==> src/rtl/cbcl_pkg.sv <==
`timescale 1ns / 1ps
// Shared types and constants for the cartridge bank / CHR latch mapper.
// No dependencies; imported by every module of the block.
package cbcl_pkg;

   // Request kinds carried in the mode field
   typedef enum logic [1:0] {
      MODE_CPU_WRITE = 2'd0,
      MODE_CPU_READ  = 2'd1,
      MODE_PPU_ADDR  = 2'd2,
      MODE_CHR_READ  = 2'd3
   } mode_type;

   typedef struct packed {
      mode_type    mode;
      logic [15:0] address;
      logic [7:0]  write_data;
      logic [7:0]  open_bus_value;
   } req_type;

   typedef struct packed {
      logic [5:0]  prg_bank;
      logic [7:0]  read_data;
      logic [12:0] chr_address;
      logic        chr_remapped;
   } rsp_type;

   // Register file
   localparam int unsigned CsrAddrWidth  = 3;
   localparam logic        CsrPrgBankLimit = 1'b0;   // word index of the limit register
   localparam logic [5:0]  PrgLimitReset = 6'h3F;

   // Address decode
   localparam logic [5:0]  BankPageHi  = 6'b010100;  // pages 0x50..0x53
   localparam logic [3:0]  MapperWinHi = 4'h5;       // 0x5000..0x5FFF

endpackage

==> src/rtl/cbcl_core.sv <==
`timescale 1ns / 1ps
// Mapper state (bank registers, A13 tracker, A9 latch) and per-request result logic.
// Depends on cbcl_pkg.
module cbcl_core (
   input  logic             clock,
   input  logic             reset,
   input  logic             accept,
   input  cbcl_pkg::req_type req,
   input  logic [5:0]       prg_bank_limit,
   output cbcl_pkg::rsp_type result
);
   import cbcl_pkg::*;

   logic [7:0] bank_regs_ff [4];
   logic [7:0] bank_regs_in [4];
   logic       latched_a9_ff, latched_a9_in;
   logic       last_a13_ff, last_a13_in;

   logic       a13;
   logic [5:0] bank_raw;
   logic [1:0] bank_low;

   assign a13 = req.address[13];

   // next state
   always_comb begin
      bank_regs_in  = bank_regs_ff;
      latched_a9_in = latched_a9_ff;
      last_a13_in   = last_a13_ff;
      case (req.mode)
         MODE_CPU_WRITE: begin
            if (req.address[15:10] == BankPageHi)
               bank_regs_in[req.address[9:8]] = req.write_data;
         end
         MODE_PPU_ADDR: begin
            if (!last_a13_ff && a13)
               latched_a9_in = req.address[9];
            last_a13_in = a13;
         end
         default: begin
         end
      endcase
   end

   always_ff @(posedge clock) begin
      if (reset) begin
         for (int i = 0; i < 4; i++)
            bank_regs_ff[i] <= '0;
         latched_a9_ff <= 1'b0;
         last_a13_ff   <= 1'b0;
      end else if (accept) begin
         bank_regs_ff  <= bank_regs_in;
         latched_a9_ff <= latched_a9_in;
         last_a13_ff   <= last_a13_in;
      end
   end

   // PRG bank from the updated registers; low bits by reg3 bits 2 and 0
   always_comb begin
      case ({bank_regs_in[3][2], bank_regs_in[3][0]})
         2'b00:   bank_low = {1'b1, bank_regs_in[1][1]};
         2'b01:   bank_low = 2'b11;
         2'b10:   bank_low = {bank_regs_in[0][1], bank_regs_in[1][1]};
         default: bank_low = bank_regs_in[0][1:0];
      endcase
   end

   assign bank_raw = {bank_regs_in[2][1:0], bank_regs_in[0][3:2], bank_low};

   always_comb begin
      result.prg_bank     = (bank_raw > prg_bank_limit) ? (bank_raw & prg_bank_limit)
                                                        : bank_raw;
      result.read_data    = '0;
      result.chr_address  = '0;
      result.chr_remapped = 1'b0;
      case (req.mode)
         MODE_CPU_READ: begin
            if (req.address[15:12] != MapperWinHi)
               result.read_data = req.open_bus_value;
         end
         MODE_CHR_READ: begin
            // mode 3 leaves reg0 and the tracker untouched, so current state is used
            if (bank_regs_ff[0][7] && !last_a13_ff) begin
               result.chr_address  = {latched_a9_ff, req.address[11:0]};
               result.chr_remapped = 1'b1;
            end else begin
               result.chr_address  = req.address[12:0];
            end
         end
         default: begin
         end
      endcase
   end

endmodule

==> src/rtl/cartridge_bank_and_chr_latch_mapper_top.sv <==
`timescale 1ns / 1ps
// Top level of the cartridge bank / CHR latch mapper: handshakes, CSR, result register.
// Depends on cbcl_pkg and cbcl_core.
//
//   channel | ports                     | moves
//   --------+---------------------------+------------------------------------
//   req     | req_valid/ready/payload   | one bus event request per handshake
//   rsp     | rsp_valid/ready/payload   | one result per request, in order
//   csr     | psel/penable/pwrite/...   | prg_bank_limit at byte address 0
//
// The decode and bank logic sit between the request inputs and the result register,
// so the result shows the cycle after acceptance, and a new request can be accepted
// every cycle while no untaken result is stalled in the result register.
// req_ready drops only while the result register holds an untaken result.
// Synchronous reset clears the bank registers, the A13 tracker, the A9 latch,
// the result valid flag and sets prg_bank_limit to 63.
module cartridge_bank_and_chr_latch_mapper_top (
   input  logic                              clock,
   input  logic                              reset,
   input  logic                              req_valid,
   output logic                              req_ready,
   input  cbcl_pkg::req_type                 req_payload,
   output logic                              rsp_valid,
   input  logic                              rsp_ready,
   output cbcl_pkg::rsp_type                 rsp_payload,
   input  logic                              psel,
   input  logic                              penable,
   input  logic                              pwrite,
   input  logic [cbcl_pkg::CsrAddrWidth-1:0] paddr,
   input  logic [31:0]                       pwdata,
   output logic [31:0]                       prdata,
   output logic                              pready
);
   import cbcl_pkg::*;

   logic       accept;
   logic       csr_write;
   logic       csr_hit;
   logic [5:0] prg_limit_ff;
   logic       rsp_valid_ff, rsp_valid_in;
   rsp_type    rsp_data_ff;
   rsp_type    result;

   // ---- configuration port ----
   assign pready    = 1'b1;
   assign csr_hit   = (paddr[CsrAddrWidth-1:2] == CsrPrgBankLimit);
   assign csr_write = psel && penable && pwrite && csr_hit;
   assign prdata    = csr_hit ? {26'd0, prg_limit_ff} : 32'd0;

   always_ff @(posedge clock) begin
      if (reset) begin
         prg_limit_ff <= PrgLimitReset;
      end else if (csr_write) begin
         prg_limit_ff <= pwdata[5:0];
      end
   end

   // ---- request side: blocked only by an untaken result ----
   assign req_ready = !rsp_valid_ff || rsp_ready;
   assign accept    = req_valid && req_ready;

   cbcl_core u_core (
      .clock          (clock),
      .reset          (reset),
      .accept         (accept),
      .req            (req_payload),
      .prg_bank_limit (prg_limit_ff),
      .result         (result)
   );

   // ---- result register ----
   always_comb begin
      rsp_valid_in = rsp_valid_ff;
      if (accept)
         rsp_valid_in = 1'b1;
      else if (rsp_ready)
         rsp_valid_in = 1'b0;
   end

   always_ff @(posedge clock) begin
      if (reset) begin
         rsp_valid_ff <= 1'b0;
      end else begin
         rsp_valid_ff <= rsp_valid_in;
      end
   end

   always_ff @(posedge clock) begin
      if (accept) begin
         rsp_data_ff <= result;
      end
   end

   assign rsp_valid   = rsp_valid_ff;
   assign rsp_payload = rsp_data_ff;

endmodule

==> config.mk <==
export PLATFORM = sky130hd
export DESIGN_NAME = cartridge_bank_and_chr_latch_mapper_top
export DESIGN_NICKNAME = d
export VERILOG_FILES = /design/src/rtl/cbcl_pkg.sv /design/src/rtl/cbcl_core.sv /design/src/rtl/cartridge_bank_and_chr_latch_mapper_top.sv
export SDC_FILE = /design/constraint.sdc
export NUM_CORES = 1
export LEC_CHECK = 0
export BUFFER_PORTS_ARGS = -buffer_cell sky130_fd_sc_hd__buf_4
export CORE_MARGIN = 8
export CORE_UTILIZATION = 40
export CTS_CLUSTER_SIZE = 14
export DETAILED_ROUTE_END_ITERATION = 6
export GPL_TIMING_DRIVEN = 0
export PLACE_DENSITY = 0.79
export SLEW_MARGIN = 25
export SYNTH_ARGS = -nofsm -noshare
export SYNTH_HDL_FRONTEND = slang
export SYNTH_SLANG_ARGS = --single-unit
==> constraint.sdc <==
create_clock -name clock -period 3.2 [get_ports clock]
set_input_delay 0.48 -clock clock [delete_from_list [all_inputs] [get_ports clock]]
set_output_delay 0.48 -clock clock [all_outputs]
set_load 0.02 [all_outputs]
==> results of run 1 <==
per-stage QoR:
| stage | worst slack, ns | TNS [ns] | util (%) | std cells | total power, mW |
|---|---|---|---|---|---|
| 5_1_grt | 0.06353 | 0 | 56.07 | 414 | 1.345 |
| 4_1_cts | 0.1992 | 0 | 56.07 | 414 | 1.294 |
| 3_3_place_gp | -0.1062 | -0.5839 | 54.63 | 406 | 0.9467 |
| 2_1_floorplan | 0.2482 | 0 | - | 252 | 0.8423 |
| 6_report | 0.1825 | 0 | 56.07 | 414 | 1.280 |
| 3_5_place_dp | -0.1131 | -0.5822 | 54.63 | 406 | 0.9514 |
area by class of cell:
| type | instances | area (µm²) |
|---|---|---|
| fillers | 543 | 2601 |
| clock inverters | 2 | 12.51 |
| well taps | 75 | 93.84 |
| multi-input cells | 158 | 1049 |
| plain buffers | 32 | 221.5 |
| inverters | 15 | 56.30 |
| flip-flops and latches | 47 | 1221 |
| clock buffers | 6 | 72.57 |
| repair buffers | 79 | 593.1 |
report_power, final:
group          internal (mW)  total (mW)  switching (mW)
logic                  0.116       0.255           0.139
registers              0.672       0.682          0.0104
clock network          0.153       0.343           0.190
per-layer routing:
layer | vias up | global-route usage, % | routed length [µm]
met2 | 92 | 20.34 | 2426
met3 | 7 | 5.276 | 619
met5 | - | 0 | 0
met4 | 0 | 3.038 | 71
met1 | 817 | 15.16 | 2543
li1 | 951 | - | -
state kept, by name, indices dropped and copies added, names as in the netlist:
name / count
rsp_payload: 28
prg_limit_ff: 6
rsp_valid: 1
u_core.bank_regs_ff: 10
u_core.latched_a9_ff: 1
u_core.last_a13_ff: 1
cells in the final DEF, fill, tap and decap left out, types with 2 or more instances in the layout:
cell type and instances:
sky130_fd_sc_hd__buf_4 106, sky130_fd_sc_hd__nor3_1 2, sky130_fd_sc_hd__clkbuf_1 5, sky130_fd_sc_hd__nand2_1 10, sky130_fd_sc_hd__nand2b_1 3, sky130_fd_sc_hd__nor3b_1 2
sky130_fd_sc_hd__nor2_1 26, sky130_fd_sc_hd__and2_1 8, sky130_fd_sc_hd__mux2_2 11, sky130_fd_sc_hd__and3_1 9, sky130_fd_sc_hd__ha_1 12, sky130_fd_sc_hd__dfxtp_1 19
sky130_fd_sc_hd__edfxtp_1 28, sky130_fd_sc_hd__clkbuf_8 5, sky130_fd_sc_hd__o21ai_0 5, sky130_fd_sc_hd__nand4b_1 4, sky130_fd_sc_hd__and3_2 3, sky130_fd_sc_hd__conb_1 27
sky130_fd_sc_hd__nor2b_1 2, sky130_fd_sc_hd__mux2i_1 10, sky130_fd_sc_hd__a21oi_1 8, sky130_fd_sc_hd__a211o_1 6, sky130_fd_sc_hd__inv_1 14
critical path, delay by kind of cell:
kind,cells,cell delay (ns)
adder cells (fa/ha/maj),1,0.30
multiplexers,2,0.68
AND/OR/NAND/NOR,3,0.73
buffers and inverters,1,0.12
AO/OA/AOI/OAI,3,0.74
kinds of logic after synthesis:
logic type | Yosys count | synth area share, %
adders and majority gates | 12 | 6.119
and+or+nand+nor | 75 | 17.24
other | 2 | 0.3061
muxes | 21 | 9.128
buffers and inverters | 47 | 11.32
DFF | 47 | 49.77
AOI/OAI and AO/OA | 23 | 6.120
path summary, 6_finish.rpt:
| kind | start | to | slack [ns] | cells after the start |
|---|---|---|---|---|
| max | req_payload[27] | rsp_payload[25] | 0.18 | 10 |
| max reg2reg | u_core.bank_regs_ff[27] | rsp_payload[25] | 0.93 | 7 |
| min reg2reg | u_core.bank_regs_ff[31] | u_core.bank_regs_ff[31] | 0.48 | 2 |
| min | req_payload[11] | u_core.bank_regs_ff[27] | 0.44 | 3 |
==> results.txt, run 1 <==
----------------------------------------------------
[Synth]
  Distinct cells, synth ... 33
  Synth async-reset ratio ... 0%
  Summed instance area of the synthesized netlist ... 2454 µm²
  Number of flops mapped to enable cells by yosys ... 28
  Synth area leader ... sky130_fd_sc_hd__edfxtp_1
  Number of warnings reported in the yosys synthesis log ... 0
  Gate count after technology mapping ... around 230
  Mean instance size in the synthesized netlist ... between 10 and 15 µm²
  Biggest area contributors in the synthesized netlist ... sky130_fd_sc_hd__edfxtp_1 34%, sky130_fd_sc_hd__dfxtp_1 16%, sky130_fd_sc_hd__buf_4 8.3%
  Sequential-to-total area share from yosys stat ... 49.77%
  Dominant cell by count in the synthesized netlist ... sky130_fd_sc_hd__edfxtp_1
  Most used flip-flop cell after synthesis ... sky130_fd_sc_hd__edfxtp_1
  #FFs+latches synth ... 47
  Top post-synthesis cells by count ... 28 x sky130_fd_sc_hd__edfxtp_1, 27 x sky130_fd_sc_hd__buf_4, 26 x sky130_fd_sc_hd__nor2_1
  Portion of synthesized cell area occupied by the leading cell type ... 34.27%

[STA]
  Min Clock Period, post-route ... around 3.0 ns
  Setup repair after global routing missed its margin ... false
  Count of final setup violators ... 0
  Period Utilization, post-route ... between 90% and 100%
  Top achievable clock speed ... 331.4 MHz
  Final-report max-slew violation count ... 0
  Max-slew headroom ... 51.99%
  Min Hold Slack ... 0.4372 ns
  Hold Violations, Final ... 0
  Clock Skews ... 0.003592 ns
  Slew at the pin with the worst max-slew slack ... 0.7186 ns

[CTS]
  Clock transition at the registers of the reported paths ... about 0.08 ns
  Number of buffers inserted for hold repair after clock tree synthesis ... 0
  Post-cts repair resize count ... 0
  CTS tree ... yes
  Number of H-tree levels ... 2
  Insertion delay to the later sink of the worst-skew pair ... 0.29 ns
  Longest Clk Path Bufs ... 2
  Number of clock sinks seen by CTS ... 47
  Clk Tree Root Cell ... sky130_fd_sc_hd__clkbuf_8
  # Post-CTS Setup Buffers ... 0
  Num CTS Buffers ... 5

[Worst setup path]
  List of cells traversed by the critical path ... buf_4 -> nor4_4 -> nand3_2 -> mux2_2 -> ha_1 -> a21o_1 -> a21oi_1 -> nor2b_1 -> o32a_1 -> mux2_2
  Slowest cell on the critical path ... sky130_fd_sc_hd__o32a_1
  Startpoint Class ... primary input
  Kind of end point of the critical path ... register
  Delay of the slowest critical-path stage ... 0.43 ns
  Kind of critical path ... primary input to register
  Cell mode on critical path ... sky130_fd_sc_hd__mux2_2
  Maximum fanout along the worst path ... 7
  Arrival time worst endpoint ... 3.06 ns
  Required time of the critical path ... 3.24 ns

[Routing]
  DR iter-0 viols ... 37
  Post-route DRC ... 0
  Average routed wire per standard cell ... around 14 µm
  Post-detailed-route via-to-cell ratio ... 4.510
  Final Routed Wirelength ... roughly 5700 µm
  Number of nets with antenna violations after routing ... 0
  Routed via count ... 1867
  First-pass detailed-route iteration total ... 3

[Floorplanning]
  X dimension of the die ... 94.32 µm
  Floorplan die height ... 94.32 µm
  Initial standard-cell utilization of the core ... 41.44%
  Area inside the core boundary ... approximately 5900 µm²
  Boundary Pins ... around 140
  Number of standard-cell rows in the floorplan ... 28
  Floorplan die area ... 8896 µm²

[Global route]
  Overall track demand over capacity in global routing ... 12.60%
  Antenna violations before repair ... 0
  Largest net degree at the start of global routing ... 33
  Global-route wire length before repair ... 9018 µm
  Total gr overflow ... 0
  Number of global-route vias before repair ... 1959

[Pwr]
  Static Leakage ... around 1.7 nW
  Peak VDD IR ... 0.1779 mV
  Cell area power density ... 385.6 nW/µm²

[Cells and area]
  ANT cells ... 0
  Fraction of layout instances using a drive strength above 1 ... 38.64%
  Synthesis-to-finish area growth ... 35.29%
  Post-route design area ... 3319 µm²
  Layout net count ... ~430

[Run status]
  Outcome ... complete, no violations

[Placed design]
  Quantity of I/O buffers inserted on ports ... 79
  HPWL Detailed ... between 4000 and 5000 µm
  Post-detailed-placement cell area ... 3234 µm²
  Routability congestion estimate from global placement ... 0.7701

[Min path]
  Class of the tightest hold or removal check ... primary input to register

[Flow run]
  Number of maximum-capacitance constraint violations ... 0

----------------------------------------------------
Note: power is estimated with default switching activity, not from simulation.
==> run 2, diff against run 1 <==
Settings changed: MAX_ROUTING_LAYER from default to met4.
==> results.txt, run 2 (synthesis gave the netlist of run 1 again) <==
----------------------------------------------------
[Cells and area]
  Largest register FFs ... 28 (unchanged)
  Synthesis-to-finish area growth ... 35.29% (unchanged)
  Count of filler cells inserted in the layout ... 543 (unchanged)
  Count of placed standard cells in the final layout, fillers left out ... 414 (unchanged)
  Core occupancy in the finished layout ... 56.07% (unchanged)
  Most common library cell in the layout ignoring fill and taps ... sky130_fd_sc_hd__buf_4 (unchanged)
  ANT cells ... 0 (unchanged)
  Most used cells in the layout excluding fill and tap cells ... 106 x sky130_fd_sc_hd__buf_4, 28 x sky130_fd_sc_hd__edfxtp_1, 27 x sky130_fd_sc_hd__conb_1 (unchanged)
  Fraction of layout instances using a drive strength above 1 ... 38.64% (unchanged)
  Layout net count ... 426 (unchanged)

[Run status]
  Outcome ... complete, no violations (unchanged)

[CTS]
  Num CTS Buffers ... 5 (unchanged)
  Number of buffers inserted for hold repair after clock tree synthesis ... 0 (unchanged)
  Number of clock sinks seen by CTS ... 47 (unchanged)
  CTS tree ... yes (unchanged)
  Number of H-tree levels ... 2 (unchanged)
  Clock transition at the registers of the reported paths ... 0.08 ns (about the same)
  Insertion delay to the later sink of the worst-skew pair ... 0.29 ns (about the same)
  Clk Tree Root Cell ... sky130_fd_sc_hd__clkbuf_8 (unchanged)
  Post-cts repair resize count ... 0 (unchanged)
  # Post-CTS Setup Buffers ... 0 (unchanged)
  Longest Clk Path Bufs ... 2 (unchanged)

[STA]
  Max-slew headroom ... 51.44% (was 51.99%)
  Setup total negative slack ... 0 ns (unchanged)
  Final-report max-slew violation count ... 0 (unchanged)
  Top achievable clock speed ... 331.3 MHz (was 331.4 MHz)
  Min Clock Period, post-route ... 3.018 ns (about the same)
  Setup repair after global routing missed its margin ... false (unchanged)
  Count of final setup violators ... 0 (unchanged)
  Period Utilization, post-route ... 94.32% (was 94.30%)
  Hold Violations, Final ... 0 (unchanged)
  Clock Skews ... 0.003722 ns (was 0.003592 ns)
  Slew at the pin with the worst max-slew slack ... 0.7269 ns (was 0.7186 ns)
  Min Hold Slack ... 0.4373 ns (was 0.4372 ns)

[Routing]
  Average routed wire per standard cell ... 13.66 µm (was 13.67 µm)
  Number of nets with antenna violations after routing ... 0 (unchanged)
  Final Routed Wirelength ... 5654 µm (was 5661 µm)
  First-pass detailed-route iteration total ... 4 (was 3)
  Routed via count ... 1879 (was 1867)
  DR iter-0 viols ... 53 (was 37)
  Post-detailed-route via-to-cell ratio ... 4.539 (was 4.510)
  Post-route DRC ... 0 (unchanged)

[Pwr]
  Post-route total power ... 1.279 mW (was 1.280 mW)
  Cell area power density ... 385.3 nW/µm² (was 385.6 nW/µm²)
  Internal power of the cells ... 940.6 µW (about the same)
  Static Leakage ... 1.655 nW (unchanged)
  Fraction of power consumed by combinational cells ... 20.0% (was 19.9%)
  Share of total power consumed by net switching ... 26.46% (was 26.52%)
  Peak VDD IR ... 0.1775 mV (was 0.1779 mV)
  Net switching power figure ... 338.5 µW (was 339.4 µW)
  Portion of total power attributed to the clock network ... 26.7% (was 26.8%)
  Part of the power in registers ... 53.3% (about the same)

[Worst setup path]
  Maximum fanout along the worst path ... 7 (unchanged)
  Startpoint Class ... primary input (unchanged)
  Arrival time worst endpoint ... 3.06 ns (about the same)
  Kind of end point of the critical path ... register (unchanged)
  Kind of critical path ... primary input to register (unchanged)
  Required time of the critical path ... 3.24 ns (about the same)

[Placed design]
  Routability congestion estimate from global placement ... 0.7804 (was 0.7701)
  Quantity of I/O buffers inserted on ports ... 79 (unchanged)
  Number of cells after detailed placement ... 406 (unchanged)
  HPWL Detailed ... 4592 µm (unchanged)

[Global route]
  Total gr overflow ... 0 (unchanged)
  Antenna violations before repair ... 0 (unchanged)
  Largest net degree at the start of global routing ... 33 (unchanged)
  Number of global-route vias before repair ... 1955 (was 1959)
  Overall track demand over capacity in global routing ... 13.01% (was 12.60%)
  Global-route wire length before repair ... 9018 µm (unchanged)

[Floorplanning]
  Initial standard-cell utilization of the core ... 41.44% (unchanged)
  Boundary Pins ... 139 (unchanged)
  Number of standard-cell rows in the floorplan ... 28 (unchanged)
  Floorplan die area ... 8896 µm² (unchanged)
  Floorplan die height ... 94.32 µm (unchanged)
  Area inside the core boundary ... 5921 µm² (unchanged)
  X dimension of the die ... 94.32 µm (unchanged)

[Min path]
  Class of the tightest hold or removal check ... primary input to register (unchanged)

[Flow run]
  Number of maximum-capacitance constraint violations ... 0 (unchanged)

----------------------------------------------------
run 2: cell counts in the layout (fill, tap and decap cells not counted):
Identical to the previous run, type by type.
run 2: power by group through the flow:
stage	sequential [mW]	combinational, mW	clock (mW)
floorplan	0.725	0.118	0
global placement	0.696	0.251	0
detailed placement	0.697	0.255	0
CTS	0.682	0.256	0.356
global route	0.686	0.278	0.380
finish	0.682	0.255	0.342
run 2: cell type report:
cell class	count	area [µm²]	area share [%]
buffer	32	221.5	6.672
multi-input combinational	158	1049	31.59
sequential	47	1221	36.79
clock inverter	2	12.51	0.3769
timing repair buffer	79	593.1	17.87
inverter	15	56.30	1.696
tap	75	93.84	2.827
clock buffer	6	72.57	2.186
run 2: final timing paths:
| check | cells after the start | end | startpoint | slack (ns) |
|---|---|---|---|---|
| worst max register to register | 7 | rsp_payload[25] | u_core.bank_regs_ff[27] | 0.93 |
| worst min register to register | 2 | u_core.bank_regs_ff[31] | u_core.bank_regs_ff[31] | 0.48 |
| worst min-delay path | 3 | u_core.bank_regs_ff[27] | req_payload[11] | 0.44 |
| worst max-delay path | 10 | rsp_payload[25] | req_payload[27] | 0.18 |
run 2: per-stage QoR:
| step | instance area (µm²) | worst slack, ns |
|---|---|---|
| 5_1_grt | 3319 | 0.06183 |
| 6_report | 3319 | 0.1817 |
| 4_1_cts | 3319 | 0.1992 |
| 3_5_place_dp | 3234 | -0.1131 |
| 2_1_floorplan | 2547 | 0.2482 |
| 3_3_place_gp | 3234 | -0.1062 |
run 2: critical path: stages:
cell	delay, ns
sky130_fd_sc_hd__buf_4	0.12
sky130_fd_sc_hd__nor4_4	0.41
sky130_fd_sc_hd__nand3_2	0.26
sky130_fd_sc_hd__mux2_2	0.36
sky130_fd_sc_hd__ha_1	0.30
sky130_fd_sc_hd__a21o_1	0.18
sky130_fd_sc_hd__a21oi_1	0.13
sky130_fd_sc_hd__nor2b_1	0.06
sky130_fd_sc_hd__o32a_1	0.43
sky130_fd_sc_hd__mux2_2	0.32
run 2: routing by layer:
metal	global-route usage, %	wire, µm
met4	3.038	71
met2	20.16	2420
met3	4.556	560
met1	15.78	2602
met5	-	0
